[config.mk]
export PLATFORM = sky130hd
export DESIGN_NAME = trap_and_interrupt_unit_flat
export DESIGN_NICKNAME = d
export VERILOG_FILES = /design/src/rtl/tiu_pkg.sv /design/src/rtl/tiu_in_if.sv /design/src/rtl/tiu_out_if.sv /design/src/rtl/tiu_csr_regs.sv /design/src/rtl/tiu_trap_logic.sv /design/src/rtl/trap_and_interrupt_unit.sv /design/src/flat_wrapper.sv
export SDC_FILE = /design/constraint.sdc
export NUM_CORES = 1
export LEC_CHECK = 0
export ABC_CLOCK_PERIOD_IN_PS = 6450
export BUFFER_PORTS_ARGS = -buffer_cell sky130_fd_sc_hd__buf_2
export CAP_MARGIN = 20
export CORE_UTILIZATION = 40
export DETAILED_ROUTE_END_ITERATION = 16
export SLEW_MARGIN = 20
export SYNTH_ARGS = -nofsm -noshare
export SYNTH_HDL_FRONTEND = slang
export SYNTH_SLANG_ARGS = --single-unit
export TNS_END_PERCENT = 30
[constraint.sdc]
create_clock -name clk -period 6.45 [get_ports clk]
set_input_delay 0.9675 -clock clk [delete_from_list [all_inputs] [get_ports clk]]
set_output_delay 0.9675 -clock clk [all_outputs]
set_load 0.02 [all_outputs]
[src/rtl/tiu_pkg.sv]
`timescale 1ns / 1ps

package tiu_pkg;

    localparam int XLEN       = 64;
    localparam int CFG_ADDR_W = 6;

    // operation codes
    localparam logic [2:0] FUNC_EXC    = 3'd0;
    localparam logic [2:0] FUNC_MRET   = 3'd1;
    localparam logic [2:0] FUNC_SRET   = 3'd2;
    localparam logic [2:0] FUNC_SAMPLE = 3'd3;
    localparam logic [2:0] FUNC_STATUS = 3'd4;

    // configuration register indexes (byte address = 8 * index)
    localparam logic [2:0] REG_MTVEC   = 3'd0;
    localparam logic [2:0] REG_STVEC   = 3'd1;
    localparam logic [2:0] REG_MEDELEG = 3'd2;
    localparam logic [2:0] REG_MIDELEG = 3'd3;
    localparam logic [2:0] REG_MIE     = 3'd4;

    localparam logic [1:0] PRIV_U = 2'd0;
    localparam logic [1:0] PRIV_S = 2'd1;
    localparam logic [1:0] PRIV_M = 2'd3;

    // timer routing
    localparam logic [1:0] ROUTE_NONE = 2'd0;
    localparam logic [1:0] ROUTE_STI  = 2'd1;
    localparam logic [1:0] ROUTE_MTI  = 2'd2;

    // vector mode field
    localparam logic [1:0] VEC_MODE_VECTORED = 2'd1;

    // mstatus bit positions
    localparam int ST_SIE  = 1;
    localparam int ST_MIE  = 3;
    localparam int ST_SPIE = 5;
    localparam int ST_MPIE = 7;
    localparam int ST_SPP  = 8;
    localparam int ST_MPP  = 11;
    localparam int ST_MPRV = 17;

    // interrupt codes, also their bit positions in mip / mie
    localparam logic [5:0] IRQ_STI = 6'd5;
    localparam logic [5:0] IRQ_MTI = 6'd7;
    localparam logic [5:0] IRQ_SEI = 6'd9;
    localparam logic [5:0] IRQ_MEI = 6'd11;

    typedef struct packed {
        logic [2:0]      func;
        logic [5:0]      cause_code;
        logic [XLEN-1:0] data;
        logic [XLEN-1:0] current_pc;
        logic            timer_line;
        logic            machine_ext_line;
        logic            super_ext_line;
    } tiu_item_t;

    typedef struct packed {
        logic            redirect;
        logic [XLEN-1:0] next_pc;
        logic [1:0]      priv_mode;
        logic            trap_taken;
        logic            to_supervisor;
        logic [XLEN-1:0] trap_cause;
        logic [XLEN-1:0] status_image;
        logic [XLEN-1:0] pending_image;
    } tiu_result_t;

    typedef struct packed {
        logic [XLEN-1:0] mtvec;
        logic [XLEN-1:0] stvec;
        logic [XLEN-1:0] medeleg;
        logic [XLEN-1:0] mideleg;
        logic [XLEN-1:0] mie;
    } tiu_cfg_t;

    typedef struct packed {
        logic [1:0]      priv;
        logic [XLEN-1:0] mstatus;
        logic [XLEN-1:0] mip;
        logic [1:0]      troute;
        logic [XLEN-1:0] mepc;
        logic [XLEN-1:0] sepc;
        logic [XLEN-1:0] mcause;
        logic [XLEN-1:0] scause;
        logic [XLEN-1:0] mtval;
        logic [XLEN-1:0] stval;
    } tiu_state_t;

endpackage

[src/rtl/tiu_in_if.sv]
`timescale 1ns / 1ps

interface tiu_in_if;
    logic        valid;
    logic        ready;
    logic [2:0]  func;
    logic [5:0]  cause_code;
    logic [63:0] data;
    logic [63:0] current_pc;
    logic        timer_line;
    logic        machine_ext_line;
    logic        super_ext_line;

    modport source
    (
        output valid, func, cause_code, data, current_pc,
               timer_line, machine_ext_line, super_ext_line,
        input  ready
    );

    modport sink
    (
        input  valid, func, cause_code, data, current_pc,
               timer_line, machine_ext_line, super_ext_line,
        output ready
    );
endinterface

[src/rtl/tiu_out_if.sv]
`timescale 1ns / 1ps

interface tiu_out_if;
    logic        valid;
    logic        ready;
    logic        redirect;
    logic [63:0] next_pc;
    logic [1:0]  priv_mode;
    logic        trap_taken;
    logic        to_supervisor;
    logic [63:0] trap_cause;
    logic [63:0] status_image;
    logic [63:0] pending_image;

    modport source
    (
        output valid, redirect, next_pc, priv_mode, trap_taken, to_supervisor,
               trap_cause, status_image, pending_image,
        input  ready
    );

    modport sink
    (
        input  valid, redirect, next_pc, priv_mode, trap_taken, to_supervisor,
               trap_cause, status_image, pending_image,
        output ready
    );
endinterface

[src/rtl/tiu_csr_regs.sv]
`timescale 1ns / 1ps

module tiu_csr_regs
    import tiu_pkg::*;
(
    input  logic                  clk,
    input  logic                  rst_n,
    input  logic                  psel,
    input  logic                  penable,
    input  logic                  pwrite,
    input  logic [CFG_ADDR_W-1:0] paddr,
    input  logic [XLEN-1:0]       pwdata,
    output logic [XLEN-1:0]       prdata,
    output logic                  pready,
    output tiu_cfg_t              cfg
);

    tiu_cfg_t   cfg_reg;
    logic       wr_en;
    logic [2:0] idx;

    assign pready = 1'b1;
    assign wr_en  = psel && penable && pwrite;
    assign idx    = paddr[5:3];
    assign cfg    = cfg_reg;

    always_ff @(posedge clk or negedge rst_n)
    begin
        if (!rst_n)
        begin
            cfg_reg <= '0;
        end
        else if (wr_en)
        begin
            case (idx)
                REG_MTVEC:   cfg_reg.mtvec   <= pwdata;
                REG_STVEC:   cfg_reg.stvec   <= pwdata;
                REG_MEDELEG: cfg_reg.medeleg <= pwdata;
                REG_MIDELEG: cfg_reg.mideleg <= pwdata;
                REG_MIE:     cfg_reg.mie     <= pwdata;
                default: ;
            endcase
        end
    end

    always_comb
    begin
        case (idx)
            REG_MTVEC:   prdata = cfg_reg.mtvec;
            REG_STVEC:   prdata = cfg_reg.stvec;
            REG_MEDELEG: prdata = cfg_reg.medeleg;
            REG_MIDELEG: prdata = cfg_reg.mideleg;
            REG_MIE:     prdata = cfg_reg.mie;
            default:     prdata = '0;
        endcase
    end

endmodule

[src/rtl/tiu_trap_logic.sv]
`timescale 1ns / 1ps

module tiu_trap_logic
    import tiu_pkg::*;
(
    input  tiu_state_t  st,
    input  tiu_cfg_t    cfg,
    input  tiu_item_t   item,
    output tiu_state_t  st_next,
    output tiu_result_t res
);

    logic [XLEN-1:0] mip_s;
    logic [1:0]      route_s;
    logic            m_en;
    logic            s_en;
    logic            irq_hit;
    logic [5:0]      irq_code;
    logic            is_trap;
    logic            is_int;
    logic [5:0]      code;
    logic [XLEN-1:0] cause;
    logic [XLEN-1:0] tval;
    logic [XLEN-1:0] deleg_vec;
    logic            deleg;
    logic [XLEN-1:0] base;
    logic [XLEN-1:0] npc;
    logic [XLEN-1:0] s;
    logic [1:0]      mpp;
    logic [1:0]      nm;

    // platform sample: update pending bits, timer bit follows delegation
    always_comb
    begin
        mip_s   = st.mip;
        route_s = st.troute;
        if (item.timer_line)
        begin
            if (cfg.mideleg[IRQ_STI])
            begin
                mip_s[IRQ_STI] = 1'b1;
                mip_s[IRQ_MTI] = 1'b0;
                route_s        = ROUTE_STI;
            end
            else
            begin
                mip_s[IRQ_MTI] = 1'b1;
                mip_s[IRQ_STI] = 1'b0;
                route_s        = ROUTE_MTI;
            end
        end
        else if (st.troute != ROUTE_NONE)
        begin
            if (st.troute == ROUTE_STI)
                mip_s[IRQ_STI] = 1'b0;
            else
                mip_s[IRQ_MTI] = 1'b0;
            route_s = ROUTE_NONE;
        end
        mip_s[IRQ_MEI] = item.machine_ext_line;
        mip_s[IRQ_SEI] = item.super_ext_line;
    end

    // interrupt selection, fixed priority MEI, MTI, SEI, STI
    always_comb
    begin
        m_en     = (st.priv == PRIV_M) ? st.mstatus[ST_MIE] : 1'b1;
        s_en     = (st.priv == PRIV_S) ? st.mstatus[ST_SIE] : (st.priv == PRIV_U);
        irq_hit  = 1'b1;
        irq_code = IRQ_MEI;
        if (cfg.mie[IRQ_MEI] && mip_s[IRQ_MEI] && m_en)
            irq_code = IRQ_MEI;
        else if (cfg.mie[IRQ_MTI] && mip_s[IRQ_MTI] && m_en)
            irq_code = IRQ_MTI;
        else if (cfg.mideleg[IRQ_SEI] && cfg.mie[IRQ_SEI] && mip_s[IRQ_SEI] && s_en)
            irq_code = IRQ_SEI;
        else if (cfg.mideleg[IRQ_STI] && cfg.mie[IRQ_STI] && mip_s[IRQ_STI] && s_en)
            irq_code = IRQ_STI;
        else
            irq_hit = 1'b0;
    end

    // trap entry: delegation and vector target
    always_comb
    begin
        is_int    = (item.func == FUNC_SAMPLE);
        is_trap   = (item.func == FUNC_EXC) || (is_int && irq_hit);
        code      = is_int ? irq_code : item.cause_code;
        cause     = {is_int, {(XLEN-7){1'b0}}, code};
        tval      = is_int ? '0 : item.data;
        deleg_vec = is_int ? cfg.mideleg : cfg.medeleg;
        deleg     = (st.priv != PRIV_M) && deleg_vec[code];
        base      = deleg ? cfg.stvec : cfg.mtvec;
        npc       = {base[XLEN-1:2], 2'b00};
        if (is_int && base[1:0] == VEC_MODE_VECTORED)
            npc = npc + {{(XLEN-8){1'b0}}, code, 2'b00};
    end

    always_comb
    begin
        st_next = st;
        res     = '0;
        s       = st.mstatus;
        mpp     = s[ST_MPP +: 2];
        nm      = PRIV_M;

        case (item.func)
            FUNC_MRET:
            begin
                if (mpp == PRIV_U)
                    nm = PRIV_U;
                else if (mpp == PRIV_S)
                    nm = PRIV_S;
                else
                    nm = PRIV_M;
                s[ST_MIE]      = s[ST_MPIE];
                s[ST_MPIE]     = 1'b1;
                s[ST_MPP +: 2] = 2'b00;
                if (nm != PRIV_M)
                    s[ST_MPRV] = 1'b0;
                st_next.mstatus = s;
                st_next.priv    = nm;
                res.redirect    = 1'b1;
                res.next_pc     = st.mepc;
            end
            FUNC_SRET:
            begin
                nm              = s[ST_SPP] ? PRIV_S : PRIV_U;
                s[ST_SIE]       = s[ST_SPIE];
                s[ST_SPIE]      = 1'b1;
                s[ST_SPP]       = 1'b0;
                s[ST_MPRV]      = 1'b0;
                st_next.mstatus = s;
                st_next.priv    = nm;
                res.redirect    = 1'b1;
                res.next_pc     = st.sepc;
            end
            FUNC_STATUS:
            begin
                st_next.mstatus = item.data;
            end
            default: ;
        endcase

        if (is_int)
        begin
            st_next.mip    = mip_s;
            st_next.troute = route_s;
            if (irq_hit)
                st_next.mip[irq_code] = 1'b0;
        end

        if (is_trap)
        begin
            if (deleg)
            begin
                s[ST_SPIE] = s[ST_SIE];
                s[ST_SIE]  = 1'b0;
                s[ST_SPP]  = (st.priv == PRIV_S);
                st_next.sepc   = item.current_pc;
                st_next.scause = cause;
                st_next.stval  = tval;
                st_next.priv   = PRIV_S;
            end
            else
            begin
                s[ST_MPIE]     = s[ST_MIE];
                s[ST_MIE]      = 1'b0;
                s[ST_MPP +: 2] = st.priv;
                st_next.mepc   = item.current_pc;
                st_next.mcause = cause;
                st_next.mtval  = tval;
                st_next.priv   = PRIV_M;
            end
            st_next.mstatus   = s;
            res.redirect      = 1'b1;
            res.next_pc       = npc;
            res.trap_taken    = 1'b1;
            res.to_supervisor = deleg;
            res.trap_cause    = cause;
        end

        res.priv_mode     = st_next.priv;
        res.status_image  = st_next.mstatus;
        res.pending_image = st_next.mip;
    end

endmodule

[src/rtl/trap_and_interrupt_unit.sv]
`timescale 1ns / 1ps
// Channel   Role       Handshake      Payload
// in_ch     sink       valid/ready    func, cause_code, data, current_pc, three lines
// out_ch    source     valid/ready    redirect, next_pc, priv_mode, trap fields, images
// apb       slave      psel/penable   five 64-bit registers at 8 * index, pready tied high
//
// One item per cycle sustained while out_ch does not stall; an accepted item passes
// the input register, then trap logic into the result register, before its result leaves.
// rst_n clears control, privilege (to machine) and all trap state at once.
// A stalled out_ch holds the result register; the input register still takes
// one more item and in_ch.ready drops only when both are full.

module trap_and_interrupt_unit
    import tiu_pkg::*;
(
    input  logic                  clk,
    input  logic                  rst_n,
    tiu_in_if.sink                in_ch,
    tiu_out_if.source             out_ch,
    input  logic                  psel,
    input  logic                  penable,
    input  logic                  pwrite,
    input  logic [CFG_ADDR_W-1:0] paddr,
    input  logic [XLEN-1:0]       pwdata,
    output logic [XLEN-1:0]       prdata,
    output logic                  pready
);

    tiu_cfg_t    cfg;
    tiu_state_t  st_reg;
    tiu_state_t  st_next;
    tiu_item_t   item_reg;
    tiu_item_t   item_in;
    tiu_result_t res_reg;
    tiu_result_t res_next;
    logic        in_valid_reg;
    logic        out_valid_reg;
    logic        advance;
    logic        take_in;

    tiu_csr_regs u_csr
    (
        .clk     (clk),
        .rst_n   (rst_n),
        .psel    (psel),
        .penable (penable),
        .pwrite  (pwrite),
        .paddr   (paddr),
        .pwdata  (pwdata),
        .prdata  (prdata),
        .pready  (pready),
        .cfg     (cfg)
    );

    tiu_trap_logic u_logic
    (
        .st      (st_reg),
        .cfg     (cfg),
        .item    (item_reg),
        .st_next (st_next),
        .res     (res_next)
    );

    assign item_in.func             = in_ch.func;
    assign item_in.cause_code       = in_ch.cause_code;
    assign item_in.data             = in_ch.data;
    assign item_in.current_pc       = in_ch.current_pc;
    assign item_in.timer_line       = in_ch.timer_line;
    assign item_in.machine_ext_line = in_ch.machine_ext_line;
    assign item_in.super_ext_line   = in_ch.super_ext_line;

    assign advance     = in_valid_reg && (!out_valid_reg || out_ch.ready);
    assign in_ch.ready = !in_valid_reg || advance;
    assign take_in     = in_ch.valid && in_ch.ready;

    always_ff @(posedge clk or negedge rst_n)
    begin
        if (!rst_n)
        begin
            in_valid_reg  <= 1'b0;
            out_valid_reg <= 1'b0;
            // priv is the top field of the state; everything else clears
            st_reg        <= {PRIV_M, {($bits(tiu_state_t)-2){1'b0}}};
        end
        else
        begin
            if (in_ch.ready)
                in_valid_reg <= in_ch.valid;
            if (advance)
            begin
                out_valid_reg <= 1'b1;
                st_reg        <= st_next;
            end
            else if (out_ch.ready)
            begin
                out_valid_reg <= 1'b0;
            end
        end
    end

    always_ff @(posedge clk)
    begin
        if (take_in)
            item_reg <= item_in;
        if (advance)
            res_reg <= res_next;
    end

    assign out_ch.valid         = out_valid_reg;
    assign out_ch.redirect      = res_reg.redirect;
    assign out_ch.next_pc       = res_reg.next_pc;
    assign out_ch.priv_mode     = res_reg.priv_mode;
    assign out_ch.trap_taken    = res_reg.trap_taken;
    assign out_ch.to_supervisor = res_reg.to_supervisor;
    assign out_ch.trap_cause    = res_reg.trap_cause;
    assign out_ch.status_image  = res_reg.status_image;
    assign out_ch.pending_image = res_reg.pending_image;

endmodule
[src/flat_wrapper.sv]
// flat-port wrapper written by rule: the top's interface ports become plain ports
module trap_and_interrupt_unit_flat import tiu_pkg::*;
  (clk, rst_n, psel, penable, pwrite, paddr, pwdata, prdata, pready, in_ch_valid, in_ch_func, in_ch_cause_code, in_ch_data, in_ch_current_pc, in_ch_timer_line, in_ch_machine_ext_line, in_ch_super_ext_line, in_ch_ready, out_ch_valid, out_ch_redirect, out_ch_next_pc, out_ch_priv_mode, out_ch_trap_taken, out_ch_to_supervisor, out_ch_trap_cause, out_ch_status_image, out_ch_pending_image, out_ch_ready);
  tiu_in_if in_ch_i ();
  tiu_out_if out_ch_i ();
  input  logic clk;
  input  logic rst_n;
  input  logic psel;
  input  logic penable;
  input  logic pwrite;
  input  logic [CFG_ADDR_W-1:0] paddr;
  input  logic [XLEN-1:0] pwdata;
  output logic [XLEN-1:0] prdata;
  output logic pready;
  input wire logic [$bits(in_ch_i.valid)-1:0] in_ch_valid;
  input wire logic [$bits(in_ch_i.func)-1:0] in_ch_func;
  input wire logic [$bits(in_ch_i.cause_code)-1:0] in_ch_cause_code;
  input wire logic [$bits(in_ch_i.data)-1:0] in_ch_data;
  input wire logic [$bits(in_ch_i.current_pc)-1:0] in_ch_current_pc;
  input wire logic [$bits(in_ch_i.timer_line)-1:0] in_ch_timer_line;
  input wire logic [$bits(in_ch_i.machine_ext_line)-1:0] in_ch_machine_ext_line;
  input wire logic [$bits(in_ch_i.super_ext_line)-1:0] in_ch_super_ext_line;
  output wire logic [$bits(in_ch_i.ready)-1:0] in_ch_ready;
  output wire logic [$bits(out_ch_i.valid)-1:0] out_ch_valid;
  output wire logic [$bits(out_ch_i.redirect)-1:0] out_ch_redirect;
  output wire logic [$bits(out_ch_i.next_pc)-1:0] out_ch_next_pc;
  output wire logic [$bits(out_ch_i.priv_mode)-1:0] out_ch_priv_mode;
  output wire logic [$bits(out_ch_i.trap_taken)-1:0] out_ch_trap_taken;
  output wire logic [$bits(out_ch_i.to_supervisor)-1:0] out_ch_to_supervisor;
  output wire logic [$bits(out_ch_i.trap_cause)-1:0] out_ch_trap_cause;
  output wire logic [$bits(out_ch_i.status_image)-1:0] out_ch_status_image;
  output wire logic [$bits(out_ch_i.pending_image)-1:0] out_ch_pending_image;
  input wire logic [$bits(out_ch_i.ready)-1:0] out_ch_ready;
  assign in_ch_i.valid = in_ch_valid;
  assign in_ch_i.func = in_ch_func;
  assign in_ch_i.cause_code = in_ch_cause_code;
  assign in_ch_i.data = in_ch_data;
  assign in_ch_i.current_pc = in_ch_current_pc;
  assign in_ch_i.timer_line = in_ch_timer_line;
  assign in_ch_i.machine_ext_line = in_ch_machine_ext_line;
  assign in_ch_i.super_ext_line = in_ch_super_ext_line;
  assign in_ch_ready = in_ch_i.ready;
  assign out_ch_valid = out_ch_i.valid;
  assign out_ch_redirect = out_ch_i.redirect;
  assign out_ch_next_pc = out_ch_i.next_pc;
  assign out_ch_priv_mode = out_ch_i.priv_mode;
  assign out_ch_trap_taken = out_ch_i.trap_taken;
  assign out_ch_to_supervisor = out_ch_i.to_supervisor;
  assign out_ch_trap_cause = out_ch_i.trap_cause;
  assign out_ch_status_image = out_ch_i.status_image;
  assign out_ch_pending_image = out_ch_i.pending_image;
  assign out_ch_i.ready = out_ch_ready;
  trap_and_interrupt_unit u_core (.clk(clk), .rst_n(rst_n), .in_ch(in_ch_i), .out_ch(out_ch_i), .psel(psel), .penable(penable), .pwrite(pwrite), .paddr(paddr), .pwdata(pwdata), .prdata(prdata), .pready(pready));
endmodule
# After elaboration in Yosys (flattened, before gate mapping)
# Cells that the tools add are included.
[totals] register_bits=983 inputBits=217 out_inout_bits=328
[op_classes] addsub=1 n_lt_le_gt_ge=3 n_eq_ne=15 mux=59 n_bitwise=3 reduce_logical=38
[ops] cell="$mux W64" count=5
[ops] cell="$pmux W64 S5" count=1
[ops] cell="$mux W66" count=3
[ops] cell="$pmux W64 S3" count=1
[ops] cell="$pmux W65 S2" count=1
[ops] cell="$add A64 B8 Y64" count=1
[ops] cell="$and A64 B64 Y64" count=1
[ops] cell="$not A64 Y64" count=1
[ops] cell="$mux W1" count=30
[ops] cell="$logic_and A1 B1 Y1" count=18
[ops] cell="$mux W2" count=9
[ops] cell="$mux W4" count=4
[ops] cell="$lt A6 B7 Y1 const B" count=2
[ops] cell="$eq A3 B2 Y1 const B" count=4
[ops] cell="$reduce_and A2 Y1" count=5
[ops] cell="$reduce_and A3 Y1" count=3
[ops] cell="$eq A2 B1 Y1 const B" count=4
[ops] cell="$bmux W1 S6" count=1
[ops] cell="$demux W1 S6" count=1
[ops] cell="$eq A3 B1 Y1 const B" count=2
[ops] cell="$eq A3 B3 Y1 const B" count=2
[ops] cell="$ge A6 B1 Y1 const B" count=1
[ops] cell="$logic_not A3 Y1" count=2
[ops] cell="$mux W6" count=1
[ops] cell="9 further kinds" count=16

# Longest topological paths before layout
[depth] depth_word=19 mapped_depth=28 mapped_depth_nobuf=23

# Cells and area by module
# A second synthesis with hierarchy kept.
[hier_totals] hier_cells=4780 area_unflattened_um2=58902.7
[modules_own_cells] module="trap_and_interrupt_unit" n_inst=1 cells_each=1499 area_per_inst_um2=31770.5 seq_area_each_um2=25006.5
[modules_own_cells] module="tiu_csr_regs" n_inst=1 cells_each=994 area_per_inst_um2=14570.2 seq_area_each_um2=8007.7
[modules_own_cells] module="tiu_trap_logic" n_inst=1 cells_each=2287 area_per_inst_um2=12562.0 seq_area_each_um2=0.0

# Worst setup path after synthesis
# No wires, ideal clock.
[synth_timing] path_type="input port to flip-flop" startpoint="in out_ch_ready" endpoint="reg u_core.res_reg (netlist bit u_core.out_ch.next_pc[0]) (enable)" setup_time_ns=0.570 arrival_time_ns=5.790 required_time_ns=5.880 setup_slack_ns=0.090 stages=5 path_cell_list="nand2b_1 > nand2_1 > inv_2 > clkbuf_1 > clkbuf_1"
[synth_via] elab_chain_cells=2
[synth_lines] item="start, declared" line_no="flat_wrapper.sv:33" rtl="input wire logic [$bits(out_ch_i.ready)-1:0] out_ch_ready;"
[synth_lines] item="$logic_or A1 B1 Y1" line_no="trap_and_interrupt_unit.sv:72" rtl="assign advance = in_valid_reg && (!out_valid_reg || out_ch.ready);"
[synth_lines] item="$logic_and A1 B1 Y1" line_no="trap_and_interrupt_unit.sv:72"
[synth_lines] item="net u_core.advance" line_no="trap_and_interrupt_unit.sv:38" rtl="logic advance;"
[synth_lines] item="end signal, assigned" line_no="trap_and_interrupt_unit.sv:106" rtl="res_reg <= res_next;"
[synth_lines] item="end, declared" line_no="trap_and_interrupt_unit.sv:34" rtl="tiu_result_t res_reg;"
# The timed path passes the listed nets, and every way through them passes these cells.
# A chain may end at the register's enable or synchronous reset.

==> key figures <==
Floorplanning
  – Die W: 307.9 µm
  – Core Region: 92220 µm²
  – Ports: 545
  – Die height: 307.9 µm
  – Row Count: 111
  – Starting Density: 0.4058
  – Die area: 94780 µm²

Placed design
  – Detail Placement HPWL: 76620 µm
  – Port bufs: 427
  – Placed cell area: 40750 µm²
  – Final RePlAce weighted congestion: 0.8867

Routing
  – Post-Route M1 WL: 48470 µm
  – WL per Instance: 24.38 µm
  – DRC Markers: 0
  – DR WL met3: 8821 µm
  – Initial DRC Count: 2193
  – Drt via density: 5.405
  – Antenna viol nets, final: 0
  – Top Metal Used: met5
  – Final WL: 116700 µm
  – Vias: 25865
  – Drt first pass iters: 5
  – DR WL met2: 54920 µm

Synthesis
  – Async set-reset flop share out of synthesis: 0.6462
  – Area leader, netlist: dfrtp_1
  – Cell Area, Synth: 37420 µm²
  – Synth top area cells: dfrtp_1, edfxtp_1, mux2_2
  – Primary FF master, synth: dfrtp_1
  – Main combinational cell family by area after synthesis: multiplexers
  – Compound-Gate Fraction of Synth Area: 0.07403
  – Synthesis warning total: 0
  – Count of cell types in the netlist: 77
  – Post-Synth Adder-Cell Area: 0.002541
  – Post-Synth Simple-Gate Area: 0.09536
  – Mux cell area share after synthesis: 0.1802
  – Post-synth EDFFs: 288
  – Syn_area_per_cell: 12.31 µm²
  – Top cell type's share of synthesized area: 0.3504
  – Register bit count reported by yosys: 814
  – Gate Count Post-Synth: 3039
  – XOR/XNOR Fraction of Synth Area: 0.01989
  – Sequential area share after synthesis: 0.5829

Timing
  – Final Hold Fails: 0
  – Final max-slew violation count: 0
  – Peak Freq: 0.1637 GHz
  – Worst Tran Pin Value: 1146 ps
  – Final setup viols: 0
  – Clk_skew: 20.79 ps
  – Fin crit period: 6108 ps
  – Slew HR: 0.2358
  – Final Cycle Share: 0.9471
  – RSZ-0062 raised after global routing: false
  – Setup TNS: 0 ps

Cells and area
  – Multi-input logic area: 14440 µm²
  – Fill cells: 8487
  – Fin nets: 3683
  – Synth-to-Final Area Change: 16.95%
  – Seq. cell area: 21810 µm²
  – Commonest non-fill, non-tap cells in the layout: dfrtp_1, nand2_1, mux2_2
  – Largest register FFs: 320
  – Core Util, Final: 0.4746
  – Final Instance Area: 43760 µm²
  – Layout cells sized above 1: 0.3284
  – Commonest non-fill, non-tap cell in the layout: dfrtp_1

Clock network
  – Root buffer selected by CTS: clkbuf_16
  – Total CTS buffers: 91
  – CTS tree: done
  – # hold bufs at CTS: 0
  – Reg clk slew, reported paths: 60 ps
  – Resize count post-CTS: 0
  – Postcts setup bufs: 0
  – CTS Sinks: 814
  – H-tree lvl count: 3
  – CTS max path bufs: 3
  – Worst-Skew Late Latency: 670 ps

Critical path
  – CP peak stage delay: 600 ps
  – Data required time of the worst path: 6870 ps
  – CP max FO: 9
  – Worst endpoint data arrival time: 6530 ps
  – Slowest CP cell: dfstp_2
  – Family with the most delay on the worst path: simple AND/OR/NAND/NOR gates
  – Worst setup EP type: flop
  – Setup slack, reg-to-reg: 340 ps
  – Worst setup path category: reg -> reg
  – Cell mode on critical path: a21o_1
  – Crit path launch type: flop
  – Buffers & Inverters on Critical Path: 1
  – CP cell instances: nand3b_1 -> and3b_1 -> nand3b_2 -> and3_2 -> clkinv_2 -> o2111ai_1 -> nand4_2 -> a21oi_4 -> mux2_2 -> ha_1 -> fa_1 -> a21o_1 -> a21oi_1 -> o21bai_1 -> a21o_1 -> and3_1 -> and4b_1 -> nand2_1 -> nor2_1 -> mux2i_1 -> nor3_1 -> o31ai_1

GRT
  – Grt ovf: 0
  – Largest net degree at the start of global routing: 154
  – Number of global-route vias before repair: 25021
  – Tot GR Track Use: 0.2426
  – Global-route wire length before repair: 169400 µm
  – Initial antenna violation count: 33

Hold path
  – Worst min path class: in -> async

Power and ir drop
  – Leak Pwr: 0.01939 µW
  – Total chip power: 15640 µW
  – Largest vdd supply drop: 0.2214 mV
  – Pwr dens: 357.3 nW/µm²

Outcome
  – Status: finished, final reports clean

Flow run
  – Max cap viols: 0
==> through the flow <==
step / setup WS [ps] / hold WS, ps / std cells
after floorplan: 89.67 / 427.2 / 3151
after global placement: 419.0 / 360.9 / 4609
after detailed placement: 323.7 / 363.9 / 4609
after CTS: 310.0 / 375.8 / 4778
after global routing: 14.60 / 389.0 / 4783
final: 341.5 / 375.2 / 4785
==> cell usage after synthesis, types with 21 or more instances <==
| cell | n |
|---|---|
| nor2_1 | 84 |
| inv_1 | 21 |
| o21ai_0 | 134 |
| clkbuf_1 | 124 |
| mux2i_1 | 124 |
| a221o_1 | 64 |
| dfrtp_1 | 524 |
| nand2_1 | 517 |
| buf_4 | 117 |
| and3_1 | 27 |
| nor3_1 | 26 |
| xor2_1 | 36 |
| edfxtp_1 | 288 |
| mux2_2 | 474 |
| nand4_1 | 32 |
| nand3_1 | 49 |
| a21oi_1 | 41 |
| buf_2 | 26 |
| xnor2_1 | 49 |
| a22oi_1 | 58 |
==> power by group <==
| part | total [µW] | internal (µW) | switching [µW] |
|---|---|---|---|
| Combinational | 3110 | 1360 | 1750 |
| Clock | 5210 | 3040 | 2170 |
| Sequential | 7320 | 6540 | 771 |
| Total | 15600 | 10900 | 4690 |
==> final cells by class <==
class                   instances  share of cell area
flip-flops and latches        814              0.4984
multi-input cells            2024              0.3300
repair buffers                505             0.06507
clock buffers                 132             0.06024
well taps                    1243             0.03554
clock inverters                37            0.008177
inverters                      23            0.002173
diodes                          7           0.0004003
==> worst paths after layout <==
| kind | start | cells past startpoint | to |
|---|---|---|---|
| setup / recovery | u_core.st_reg[514] | 22 | u_core.out_ch.next_pc[62] |
| hold / removal | rst_n | 1 | u_core.st_reg[387] |
| setup reg to reg | u_core.st_reg[514] | 22 | u_core.out_ch.next_pc[62] |
| hold reg to reg | u_core.st_reg[387] | 0 | u_core.st_reg[387] |
| max in group asynchronous | rst_n | 2 | u_core.st_reg[289] |
| min in group clk | u_core.st_reg[387] | 0 | u_core.st_reg[387] |
==> routing by layer <==
metal  vias up  GRT usage
met5         -          0
met4        24    0.08909
met3       212    0.06267
met2       914     0.3853
met1     13117     0.3189
li1      11598          -
==> cells by family after synthesis <==
| group | count (synthesis) |
|---|---|
| buffers and inverters | 313 |
| adder cells (fa/ha/maj) | 7 |
| AND/OR/NAND/NOR | 809 |
| XOR/XNOR | 85 |
| AO/OA/AOI/OAI | 403 |
| flip-flops | 814 |
| multiplexers | 606 |
| other | 2 |
(Power assumes the default switching activity.)
